===== config.mk =====
export PLATFORM = sky130hd
export DESIGN_NAME = rtf_visible_text_filter
export DESIGN_NICKNAME = d
export VERILOG_FILES = /design/src/hdl/rtf_pkg.sv /design/src/hdl/rtf_visible_text_filter.sv
export SDC_FILE = /design/constraint.sdc
export NUM_CORES = 1
export LEC_CHECK = 0
export CAP_MARGIN = 30
export CORE_MARGIN = 4
export CORE_UTILIZATION = 35
export DETAILED_ROUTE_END_ITERATION = 12
export DONT_BUFFER_PORTS = 1
export SETUP_SLACK_MARGIN = 0.15
export SYNTH_ARGS = -nofsm -noshare
export SYNTH_HDL_FRONTEND = slang
export SYNTH_SLANG_ARGS = --single-unit

===== constraint.sdc =====
create_clock -name clk -period 2.2 [get_ports clk]
set_input_delay 0.11 -clock clk [delete_from_list [all_inputs] [get_ports clk]]
set_output_delay 0.11 -clock clk [all_outputs]
set_load 0.05 [all_outputs]

===== src/hdl/rtf_pkg.sv =====
package rtf_pkg;

  typedef struct packed {
    logic [7:0] in_byte;
    logic       in_last;
  } rtf_in_t;

  typedef struct packed {
    logic       out_valid;
    logic [7:0] out_byte;
    logic       out_last;
  } rtf_out_t;

  typedef enum logic [1:0] {
    MODE_TEXT = 2'd0,
    MODE_ESC  = 2'd1,
    MODE_WORD = 2'd2,
    MODE_NUM  = 2'd3
  } rtf_mode_t;

  localparam logic [7:0] CH_LBRACE = 8'h7B;
  localparam logic [7:0] CH_RBRACE = 8'h7D;
  localparam logic [7:0] CH_BSLASH = 8'h5C;
  localparam logic [7:0] CH_MINUS  = 8'h2D;
  localparam logic [7:0] CH_SPACE  = 8'h20;

  function automatic logic is_letter(input logic [7:0] c);
    return (c >= 8'h41 && c <= 8'h5A) || (c >= 8'h61 && c <= 8'h7A);
  endfunction

  function automatic logic is_digit(input logic [7:0] c);
    return c >= 8'h30 && c <= 8'h39;
  endfunction

endpackage


===== src/hdl/rtf_visible_text_filter.sv =====
// Strips RTF markup from a byte stream and keeps the visible text. Every
// accepted byte yields exactly one result: out_valid flags a visible
// character, out_last copies the group-end flag. One byte per clock is
// sustained without out_stall; a request passes the input register, then
// the result register; the two-bit parse mode is the only state carried
// between bytes. A byte flagged last returns the parser to text mode.
module rtf_visible_text_filter (
  input  logic             clk,
  input  logic             rst_n,
  input  logic             in_valid,
  output logic             in_stall,
  input  rtf_pkg::rtf_in_t in_data,
  output logic             out_valid,
  input  logic             out_stall,
  output rtf_pkg::rtf_out_t out_data
);
  import rtf_pkg::*;

  logic      in_vld_r;
  rtf_in_t   in_data_r;
  logic      out_vld_r;
  rtf_out_t  out_data_r;
  rtf_mode_t mode_r;
  rtf_mode_t mode_nxt;
  logic      emit;
  logic      adv;
  logic [7:0] c;

  assign adv      = in_vld_r && (!out_vld_r || !out_stall);
  assign in_stall = in_vld_r && !adv;
  assign c        = in_data_r.in_byte;

  // next mode
  always_comb begin
    mode_nxt = MODE_TEXT;
    unique case (mode_r)
      MODE_TEXT: begin
        if (c == CH_BSLASH) mode_nxt = MODE_ESC;
      end
      MODE_ESC: begin
        if (c != CH_BSLASH && c != CH_LBRACE && c != CH_RBRACE && is_letter(c))
          mode_nxt = MODE_WORD;
      end
      MODE_WORD: begin
        priority if (is_letter(c)) mode_nxt = MODE_WORD;
        else if (c == CH_MINUS || is_digit(c)) mode_nxt = MODE_NUM;
        else if (c == CH_BSLASH) mode_nxt = MODE_ESC;
        else mode_nxt = MODE_TEXT;
      end
      MODE_NUM: begin
        priority if (is_digit(c)) mode_nxt = MODE_NUM;
        else if (c == CH_BSLASH) mode_nxt = MODE_ESC;
        else mode_nxt = MODE_TEXT;
      end
      default: mode_nxt = MODE_TEXT;
    endcase
    if (in_data_r.in_last) mode_nxt = MODE_TEXT;
  end

  // emit decision
  always_comb begin
    emit = 1'b0;
    unique case (mode_r)
      MODE_TEXT: begin
        emit = c != CH_LBRACE && c != CH_RBRACE && c != CH_BSLASH;
      end
      MODE_ESC: begin
        emit = c == CH_BSLASH || c == CH_LBRACE || c == CH_RBRACE;
      end
      MODE_WORD: begin
        emit = !is_letter(c) && !is_digit(c) && c != CH_MINUS && c != CH_SPACE
               && c != CH_LBRACE && c != CH_RBRACE && c != CH_BSLASH;
      end
      MODE_NUM: begin
        emit = !is_digit(c) && c != CH_SPACE
               && c != CH_LBRACE && c != CH_RBRACE && c != CH_BSLASH;
      end
      default: emit = 1'b0;
    endcase
  end

  always_ff @(posedge clk) begin
    if (!rst_n) begin
      in_vld_r  <= 1'b0;
      out_vld_r <= 1'b0;
      mode_r    <= MODE_TEXT;
    end else begin
      if (!in_stall) in_vld_r <= in_valid;
      if (adv) begin
        out_vld_r <= 1'b1;
        mode_r    <= mode_nxt;
      end else if (!out_stall) begin
        out_vld_r <= 1'b0;
      end
    end
  end

  always_ff @(posedge clk) begin
    if (!in_stall && in_valid) in_data_r <= in_data;
    if (adv) begin
      out_data_r.out_valid <= emit;
      out_data_r.out_byte  <= emit ? c : 8'h00;
      out_data_r.out_last  <= in_data_r.in_last;
    end
  end

  assign out_valid = out_vld_r;
  assign out_data  = out_data_r;

  a_zero_when_hidden: assert property (@(posedge clk) disable iff (!rst_n)
    (out_vld_r && !out_data_r.out_valid) |-> out_data_r.out_byte == 8'h00)
    else $error("hidden result carries nonzero byte");

  a_last_resets_mode: assert property (@(posedge clk) disable iff (!rst_n)
    (adv && in_data_r.in_last) |=> mode_r == MODE_TEXT)
    else $error("mode not text after group end");

  a_input_hold: assert property (@(posedge clk) disable iff (!rst_n)
    (in_vld_r && !adv) |=> in_vld_r && $stable(in_data_r))
    else $error("input register lost a pending request");

endmodule


==> impl_metrics.toml, run 1 <==
[synth]
synth_top_area_cell = "edfxtp_1"
async_reset_ff_share_pct = 0
synth.area.top_cells = "edfxtp_1 (54%), dfxtp_1 (7.6%), and2_1 (4.7%)"
synth_edf_count = 19
synth_top_area_share_pct = 54.0
avgSynthCellArea_um2 = 12.6
synth_cell_types = 36
synth-seq-cells = 23
synth_flop_cell = "edfxtp_1"
syn_inst = 84
ys_seq_area_share_pct = 61.5
synth.yosys.warnings = 0
syn-num-nets = 97
netlist_area_mm2 = 0.00106

[placement]
placed_cells = 120
io_buffers = 0
pre_cts_ws_ns = 0.0796
placed_area_mm2 = 0.00113
globalplace.congestion = 0.899

[die]
die_width_um = 63.0
die_area_mm2 = 0.00396
die_h_um = 63.0
initial_core_util_pct = 37.4
ios = 25
core_mm2 = 0.00283
num_rows = 19

[min_path]
whs_endpoint = "mode_r[0]"
min_path_cells = 4
hold_class = "in -> reg"
worstHoldStart = "out_stall"

[clocking]
clockBufferDepth = 2
postCtsSetupBuffers = 0
numCtsBuffers = 3
cts_tree = "yes"
clk-insertion-delay-late_ns = 0.31
root_buffer = "clkbuf_4"
h-tree-depth = 1
cts.clk_slew.worst_paths_ns = 0.12
cts_sinks = 23

[critical_path]
crit_type = "reg -> reg"
worst_r2r_endpoint = "out_data[5]"
cp_max_fo = 8
crit_path_start = "c[4]"
start_kind = "register"
cp-end-kind = "register"
r2r_slack_ns = 0.05
reg2reg_depth = 5
worstPathRequired_ns = 2.28
r2r_start = "c[4]"
worstPathArrival_ns = 2.23

[route]
wl_per_cell_um = 14.4
antenna_left = 0
first_pass_iters = 4
finalWirelength_um = 1950
drc = 0
drt_iter0_drc = 17
vias = 720
via_per_inst = 5.29

[power]
switching_share_pct = 24.9
powerDensity_mw_per_mm2 = 620
peakVddDrop_mv = 0.308
power_frac_seq_pct = 66.1
p_int_mw = 0.606
pwr-share-clk_pct = 24.1
p_comb_share_pct = 9.8
power_leakage_nw = 0.449
netSwitchingPower_mw = 0.201

[timing]
slew-limit-headroom_pct = 69.0
finalSetupViolations = 0
finClkSkew_ns = 0.00548
maxSlewViolCount = 0
tightest_slew_ns = 0.466
rsz0062_at_grt = "true"
setup_slack_ns = 0.0485
final.period_utilization_pct = 97.8
timing_hold_violations_final = 0
tns_ns = 0
period_minus_slack_ns = 2.15
fmax_ghz = 0.465

[global_route]
grt-ovfl-total = 0
grt_max_degree = 13
track_usage_pct = 11.3
first_global_vias = 734
antenna_found_initial = 0
grt_pass1_wl_um = 3430

[cells_and_area]
diodes = 0
drive_gt1_share_pct = 17.1
final_cell_mix = "edfxtp_1 (19), dlygate4sd3_1 (12), nand2_1 (7), buf_4 (7), and2_1 (6)"
finish.utilization_pct = 46.0
area.growth.synth_to_final_pct = 23.1
finalNetCount = 119
final_common_cell = "edfxtp_1"
design_area_mm2 = 0.00130
finalNonFillerCells = 136

[job]
cap_violations = 0

[outcome]
outcome = "complete, no violations"
==> worst max path at each step <==
stage	slack, ns	endpoint	depth (start not counted)
5_1_grt	-0.006	out_data[5]	5
2_1_floorplan	0.1	out_data[1]	5
3_3_place_gp	0.12	out_data[7]	5
6_report	0.05	out_data[5]	5
4_1_cts	0.08	out_data[5]	5
3_5_place_dp	0.08	out_data[7]	5
==> routing by layer <==
metal  vias up  global-route usage [%]  part of all wire [%]
li1        357                       -                     -
met1       338                    12.4                    41
met2        20                    19.2                    51
met3         5                    2.52                   4.6
met4         0                    7.44                   2.7
met5         -                       0                     0
==> power by group through the flow <==
stage | combinational, mW | sequential, mW | clock [mW]
2_1_floorplan | 0.0372 | 0.546 | 0
3_3_place_gp | 0.0581 | 0.543 | 0
3_5_place_dp | 0.0589 | 0.543 | 0
4_1_cts | 0.0775 | 0.534 | 0.200
5_1_grt | 0.0879 | 0.537 | 0.229
6_report | 0.0792 | 0.534 | 0.195
==> Yosys cell counts (all sizes together) (2+ instances only) <==
| cell | count |
|---|---|
| nor2 | 4 |
| o21ai | 2 |
| dfxtp | 4 |
| edfxtp | 19 |
| inv | 5 |
| o22ai | 2 |
| and2 | 8 |
| o211ai | 3 |
| nor4 | 2 |
| nand2 | 7 |
| a21oi | 2 |
| nor2b | 2 |
| nand2b | 2 |
| and3 | 2 |
==> cell type report <==
cell class                 count  area, um2
fill                         255       1530
sequential                    23        651
multi-input combinational     54        394
timing repair buffer          19        173
tap                           31       38.8
clock buffer                   4       26.3
inverter                       5       18.8
==> sequential cells by signal (all words and copies together), names as in the netlist <==
signal / flops
mode_r: 2
out_valid: 1
in_data_r: 1
in_vld_r: 1
out_data: 10
c: 8
==> through the flow <==
stage / hold WS, ns / total power [mW]
2_1_floorplan: 0.209 / 0.583
5_1_grt: 0.0621 / 0.854
4_1_cts: 0.0784 / 0.811
3_5_place_dp: 0.209 / 0.602
6_report: 0.0798 / 0.807
3_3_place_gp: 0.209 / 0.601
==> cells by family (layout without fill, tap and decap cells) <==
family / Yosys count / count (layout) / share of synthesized area (%)
compound gates: 15 / 15 / 12.4
xor+xnor: 1 / 1 / 0.829
simple gates: 38 / 38 / 22.0
flops: 23 / 23 / 61.5
buf+inv: 7 / 28 / 3.20
==> critical path, cell delays in order, from the launching register on <==
cell	delay, ns
edfxtp_1	0.41
or4_4	0.55
or4b_4	0.56
o211ai_4	0.11
a32oi_4	0.10
and2_1	0.19
==> timing repair <==
action | 4_1_cts | 5_1_grt
gates resized for setup | 3 | 2
hold buffers | 12 | 0
setup endpoints to repair | 7 | 7
pin swaps | 2 | 0
hold endpoints to repair | 13 | 0
Power figures use the tool's default switching activity.
==> inputs of run 2 (changes only) <==
--- a/config.mk
+++ b/config.mk
@@ -6,10 +6,14 @@
 export NUM_CORES = 1
 export LEC_CHECK = 0
 export CAP_MARGIN = 30
+export CELL_PAD_IN_SITES_DETAIL_PLACEMENT = 1
+export CELL_PAD_IN_SITES_GLOBAL_PLACEMENT = 1
 export CORE_MARGIN = 4
 export CORE_UTILIZATION = 35
 export DETAILED_ROUTE_END_ITERATION = 12
 export DONT_BUFFER_PORTS = 1
+export PLACE_DENSITY_LB_ADDON = 0.1
+export REMOVE_ABC_BUFFERS = 1
 export SETUP_SLACK_MARGIN = 0.15
 export SYNTH_ARGS = -nofsm -noshare
 export SYNTH_HDL_FRONTEND = slang
==> impl_metrics.toml, run 2 (synthesis results as in run 1) <==
[outcome]
outcome = "complete, no violations"

[timing]
period_minus_slack_ns = 2.15
rsz0062_at_grt = "true"
final.period_utilization_pct = 97.5
fmax_ghz = 0.466
timing_hold_violations_final = 0
maxSlewViolCount = 0
slew-limit-headroom_pct = 68.8
tightest_slew_ns = 0.468
fin_hold_ws_ns = 0.0877
finalSetupViolations = 0
finClkSkew_ns = 0.00581

[cells_and_area]
largest_reg_flops = 10
final_cell_mix = "edfxtp_1 (19), dlygate4sd3_1 (12), buf_4 (11)"
final_common_cell = "edfxtp_1"
finalNetCount = 123
diodes = 0
area.growth.synth_to_final_pct = 27.9
finalNonFillerCells = 140
drive_gt1_share_pct = 22.9

[clocking]
root_buffer = "clkbuf_4"
cts_sinks = 23
clockBufferDepth = 2
numCtsBuffers = 3
clk-insertion-delay-late_ns = 0.31
h-tree-depth = 1
cts.clk_slew.worst_paths_ns = 0.13
cts_tree = "yes"

[die]
initial_core_util_pct = 37.4
num_rows = 19
die_width_um = 63.0
die_h_um = 63.0
ios = 25
die_area_mm2 = 0.00396
core_mm2 = 0.00283

[critical_path]
start_kind = "register"
cp_slowest_cell = "or4_4"
cp-end-kind = "register"
cp_max_fo = 8
reg2reg_depth = 5
path_cells = "or4_4 > or4b_4 > o211ai_4 > a32oi_4 > and2_4"
slowest_delay_ns = 0.55
crit_type = "reg -> reg"
worstPathRequired_ns = 2.29
worstPathArrival_ns = 2.23

[route]
via_per_inst = 5.27
finalWirelength_um = 2170
drt_iter0_drc = 22
wl_per_cell_um = 15.5
drc = 0
first_pass_iters = 4
vias = 738
antenna_left = 0

[power]
power_leakage_nw = 0.482
peakVddDrop_mv = 0.328
netSwitchingPower_mw = 0.209
pwr-share-clk_pct = 24.0
p_comb_share_pct = 10.6
p_int_mw = 0.606
powerDensity_mw_per_mm2 = 603
power_frac_seq_pct = 65.4
switching_share_pct = 25.6

[global_route]
first_global_vias = 775
grt_pass1_wl_um = 3550
grt_max_degree = 14
antenna_found_initial = 0
track_usage_pct = 11.4
grt-ovfl-total = 0

[placement]
globalplace.congestion = 0.846
io_buffers = 0
dp_hpwl_um = 1560
placed_cells = 122

[min_path]
min_path_cells = 4
hold_class = "in -> reg"

[job]
cap_violations = 0
-- run 2: changes by cell type in the layout (fill, tap and decap cells not counted) --
cell	change
buf_4	+4
clkbuf_1	-1
clkinv_2	+1
nor4b_1	-1
nor4b_4	+1
or3_1	-1
or3_4	+1
-- run 2: final timing paths --
path | startpoint | endpoint | slack, ns
worst max-delay path | c[4] | out_data[7] | 0.05
worst max register to register | c[4] | out_data[7] | 0.05
worst min-delay path | out_stall | mode_r[0] | 0.09
worst min register to register | in_vld_r | out_valid | 0.53
-- run 2: per-stage QoR --
step | setup slack [ns] | setup TNS [ns] | cell area [um2] | power [mW] | util, %
after global placement | 0.109 | 0 | 1150 | 0.604 | 40.6
after detailed placement | 0.0627 | 0 | 1150 | 0.606 | 40.6
after floorplan | 0.0987 | 0 | 1040 | 0.581 | -
after global routing | -0.00148 | -0.00148 | 1350 | 0.853 | 47.8
after CTS | 0.0876 | 0 | 1320 | 0.821 | 46.7
final | 0.0543 | 0 | 1350 | 0.815 | 47.8
-- run 2: timing repair --
item | in CTS | in global routing
setup buffers | 2 | 0
endpoints found under the setup margin | 8 | 9
hold endpoints to repair | 13 | 0
pin swaps | 10 | 8
resized for setup | 2 | 6
hold buffers | 12 | 0
-- run 2: cell type report --
| cell class | instances | area (um2) |
|---|---|---|
| fillers | 304 | 1480 |
| multi-input cells | 54 | 414 |
| repair buffers | 23 | 203 |
| well taps | 31 | 38.8 |
| flip-flops and latches | 23 | 651 |
| clock inverters | 1 | 5.00 |
| inverters | 5 | 18.8 |
| clock buffers | 3 | 22.5 |
-- run 2: routing by layer --
metal	track usage, %	routed length [um]	vias to the layer above
met2	19.0	1040	18
met4	5.79	31	0
met1	14.0	1030	352
met5	0	0	-
li1	-	-	364
met3	1.98	63	4
-- run 2: power groups by stage --
stage | clock network (mW) | registers, mW | logic, mW
global placement | 0 | 0.542 | 0.0617
global route | 0.222 | 0.536 | 0.0947
detailed placement | 0 | 0.543 | 0.0628
finish | 0.196 | 0.533 | 0.0861
CTS | 0.205 | 0.533 | 0.0825
floorplan | 0 | 0.547 | 0.0339
-- run 2: worst max-delay path: cells and delay by family, from the launching register on --
family | cells | cell delay [ns]
AOI/OAI and AO/OA | 2 | 0.21
DFF | 1 | 0.41
and+or+nand+nor | 3 | 1.29
==> inputs of run 3 (changes only) <==
--- a/config.mk
+++ b/config.mk
@@ -8,7 +8,6 @@
 export CAP_MARGIN = 30
 export CELL_PAD_IN_SITES_DETAIL_PLACEMENT = 1
 export CELL_PAD_IN_SITES_GLOBAL_PLACEMENT = 1
-export CORE_MARGIN = 4
 export CORE_UTILIZATION = 35
 export DETAILED_ROUTE_END_ITERATION = 12
 export DONT_BUFFER_PORTS = 1
==> impl_metrics.toml, run 3 (synthesis results as in run 1) <==
[outcome]
outcome = "complete, but fails checks"
violations = "DRC"

[clocking]
cts_tree = "yes"
clk-insertion-delay-late_ns = 0.31
h-tree-depth = 1
clockBufferDepth = 2
numCtsBuffers = 3
cts.clk_slew.worst_paths_ns = 0.12
root_buffer = "clkbuf_4"
cts_sinks = 23

[critical_path]
path_buf_inv = 0
cp_top_family = "simple AND/OR/NAND/NOR gates"
worst_r2r_endpoint = "out_data[1]"
crit_end = "out_data[1]"
path_cells = "or4_4 > or4b_4 > o211ai_4 > a32oi_4 > and2_1"
cp_slowest_cell = "or4_4"
crit_type = "reg -> reg"
reg2reg_depth = 5
worst-path-stages = 5
slowest_delay_ns = 0.55
cp_max_fo = 8
crit_path_start = "c[1]"
cp-end-kind = "register"
r2r_slack_ns = 0.09
r2r_start = "c[1]"
worstPathRequired_ns = 2.28
worstPathArrival_ns = 2.19
start_kind = "register"

[die]
ios = 25
die_h_um = 57.0
die_width_um = 57.0
num_rows = 19
core_mm2 = 0.00281
initial_core_util_pct = 37.7
die_area_mm2 = 0.00324

[cells_and_area]
final_common_cell = "edfxtp_1"
diodes = 0
finalNetCount = 126
largest_reg_flops = 10
drive_gt1_share_pct = 23.2
area.growth.synth_to_final_pct = 28.5
final_cell_mix = "edfxtp_1 (19), buf_4 (14), dlygate4sd3_1 (12)"

[placement]
globalplace.congestion = 0.849
io_buffers = 0
pre_cts_ws_ns = 0.0805
dp_hpwl_um = 1420

[timing]
finalSetupViolations = 0
maxSlewViolCount = 0
period_minus_slack_ns = 2.11
setup_slack_ns = 0.0927
slew-limit-headroom_pct = 69.2
rsz0062_at_grt = "true"
finClkSkew_ns = 0.00592
final.period_utilization_pct = 95.8
fmax_ghz = 0.475
tightest_slew_ns = 0.463
timing_hold_violations_final = 0
fin_hold_ws_ns = 0.102
tns_ns = 0

[route]
drc = 2
antenna_left = 0
finalWirelength_um = 2010
via_per_inst = 5.22
vias = 746
drt_iter0_drc = 15
wl_per_cell_um = 14.0
first_pass_iters = 8

[global_route]
grt_pass1_wl_um = 3510
grt-ovfl-total = 0
first_global_vias = 763
grt_max_degree = 14
antenna_found_initial = 0
track_usage_pct = 14.3

[power]
powerDensity_mw_per_mm2 = 595
power_leakage_nw = 0.486
peakVddDrop_mv = 0.309

[job]
cap_violations = 0

[min_path]
hold_class = "in -> reg"
[run 3: cell count changes in the layout (fill, tap and decap cells not counted)]
cell     delta
or3_1       +1
buf_4       +3
nor4b_2     +1
and2_4      -1
and2_1      +1
nor4b_4     -1
or3_4       -1
[run 3: what timing repair did]
item,in CTS,in global routing
pin swaps,3,5
hold buffers,12,0
hold endpoints to repair,13,0
buffers inserted,3,2
endpoints found under the setup margin,7,9
gates resized for setup,1,4
[run 3: worst min path at each step]
| stage | slack [ns] | depth (start not counted) | from | end |
|---|---|---|---|---|
| 5_1_grt | 0.13 | 3 | rst_n | mode_r[0] |
| 2_1_floorplan | 0.21 | 0 | in_data[1] | c[0] |
| 4_1_cts | 0.09 | 3 | rst_n | mode_r[0] |
| 3_3_place_gp | 0.21 | 0 | in_data[4] | c[3] |
| 3_5_place_dp | 0.21 | 0 | in_data[4] | c[3] |
| 6_report | 0.10 | 4 | out_stall | mode_r[0] |
[run 3: report_power, final]
group	leakage [nW]	internal [mW]	total [mW]	switching, mW
sequential	0.211	0.495	0.533	0.0380
combinational	0.257	0.0444	0.0861	0.0417
clock	0.0177	0.0678	0.190	0.122
[run 3: tightest hold or removal path, delay by kind of cell]
family / cells / cell delay, ns
and+or+nand+nor: 4 / 0.26
[run 3: through the flow]
stage	utilization [%]	area [um2]	total power [mW]	std cells
global placement	40.9	1150	0.604	122
CTS	47.1	1320	0.815	141
detailed placement	40.9	1150	0.605	122
global route	48.4	1360	0.845	143
finish	48.4	1360	0.809	143
floorplan	-	1040	0.581	82
[run 3: cell type report]
type	instances	area, um2
multi-input combinational	54	398
tap	31	38.8
sequential	23	651
inverter	5	18.8
clock buffer	3	22.5
clock inverter	1	5.00
fill	302	1450
timing repair buffer	26	225
[run 3: routing by layer]
metal | global-route usage [%] | part of all wire [%]
met3 | 2.04 | 2.7
met4 | 6.27 | 0.65
met1 | 18.6 | 45
met2 | 23.7 | 52
met5 | 0 | 0
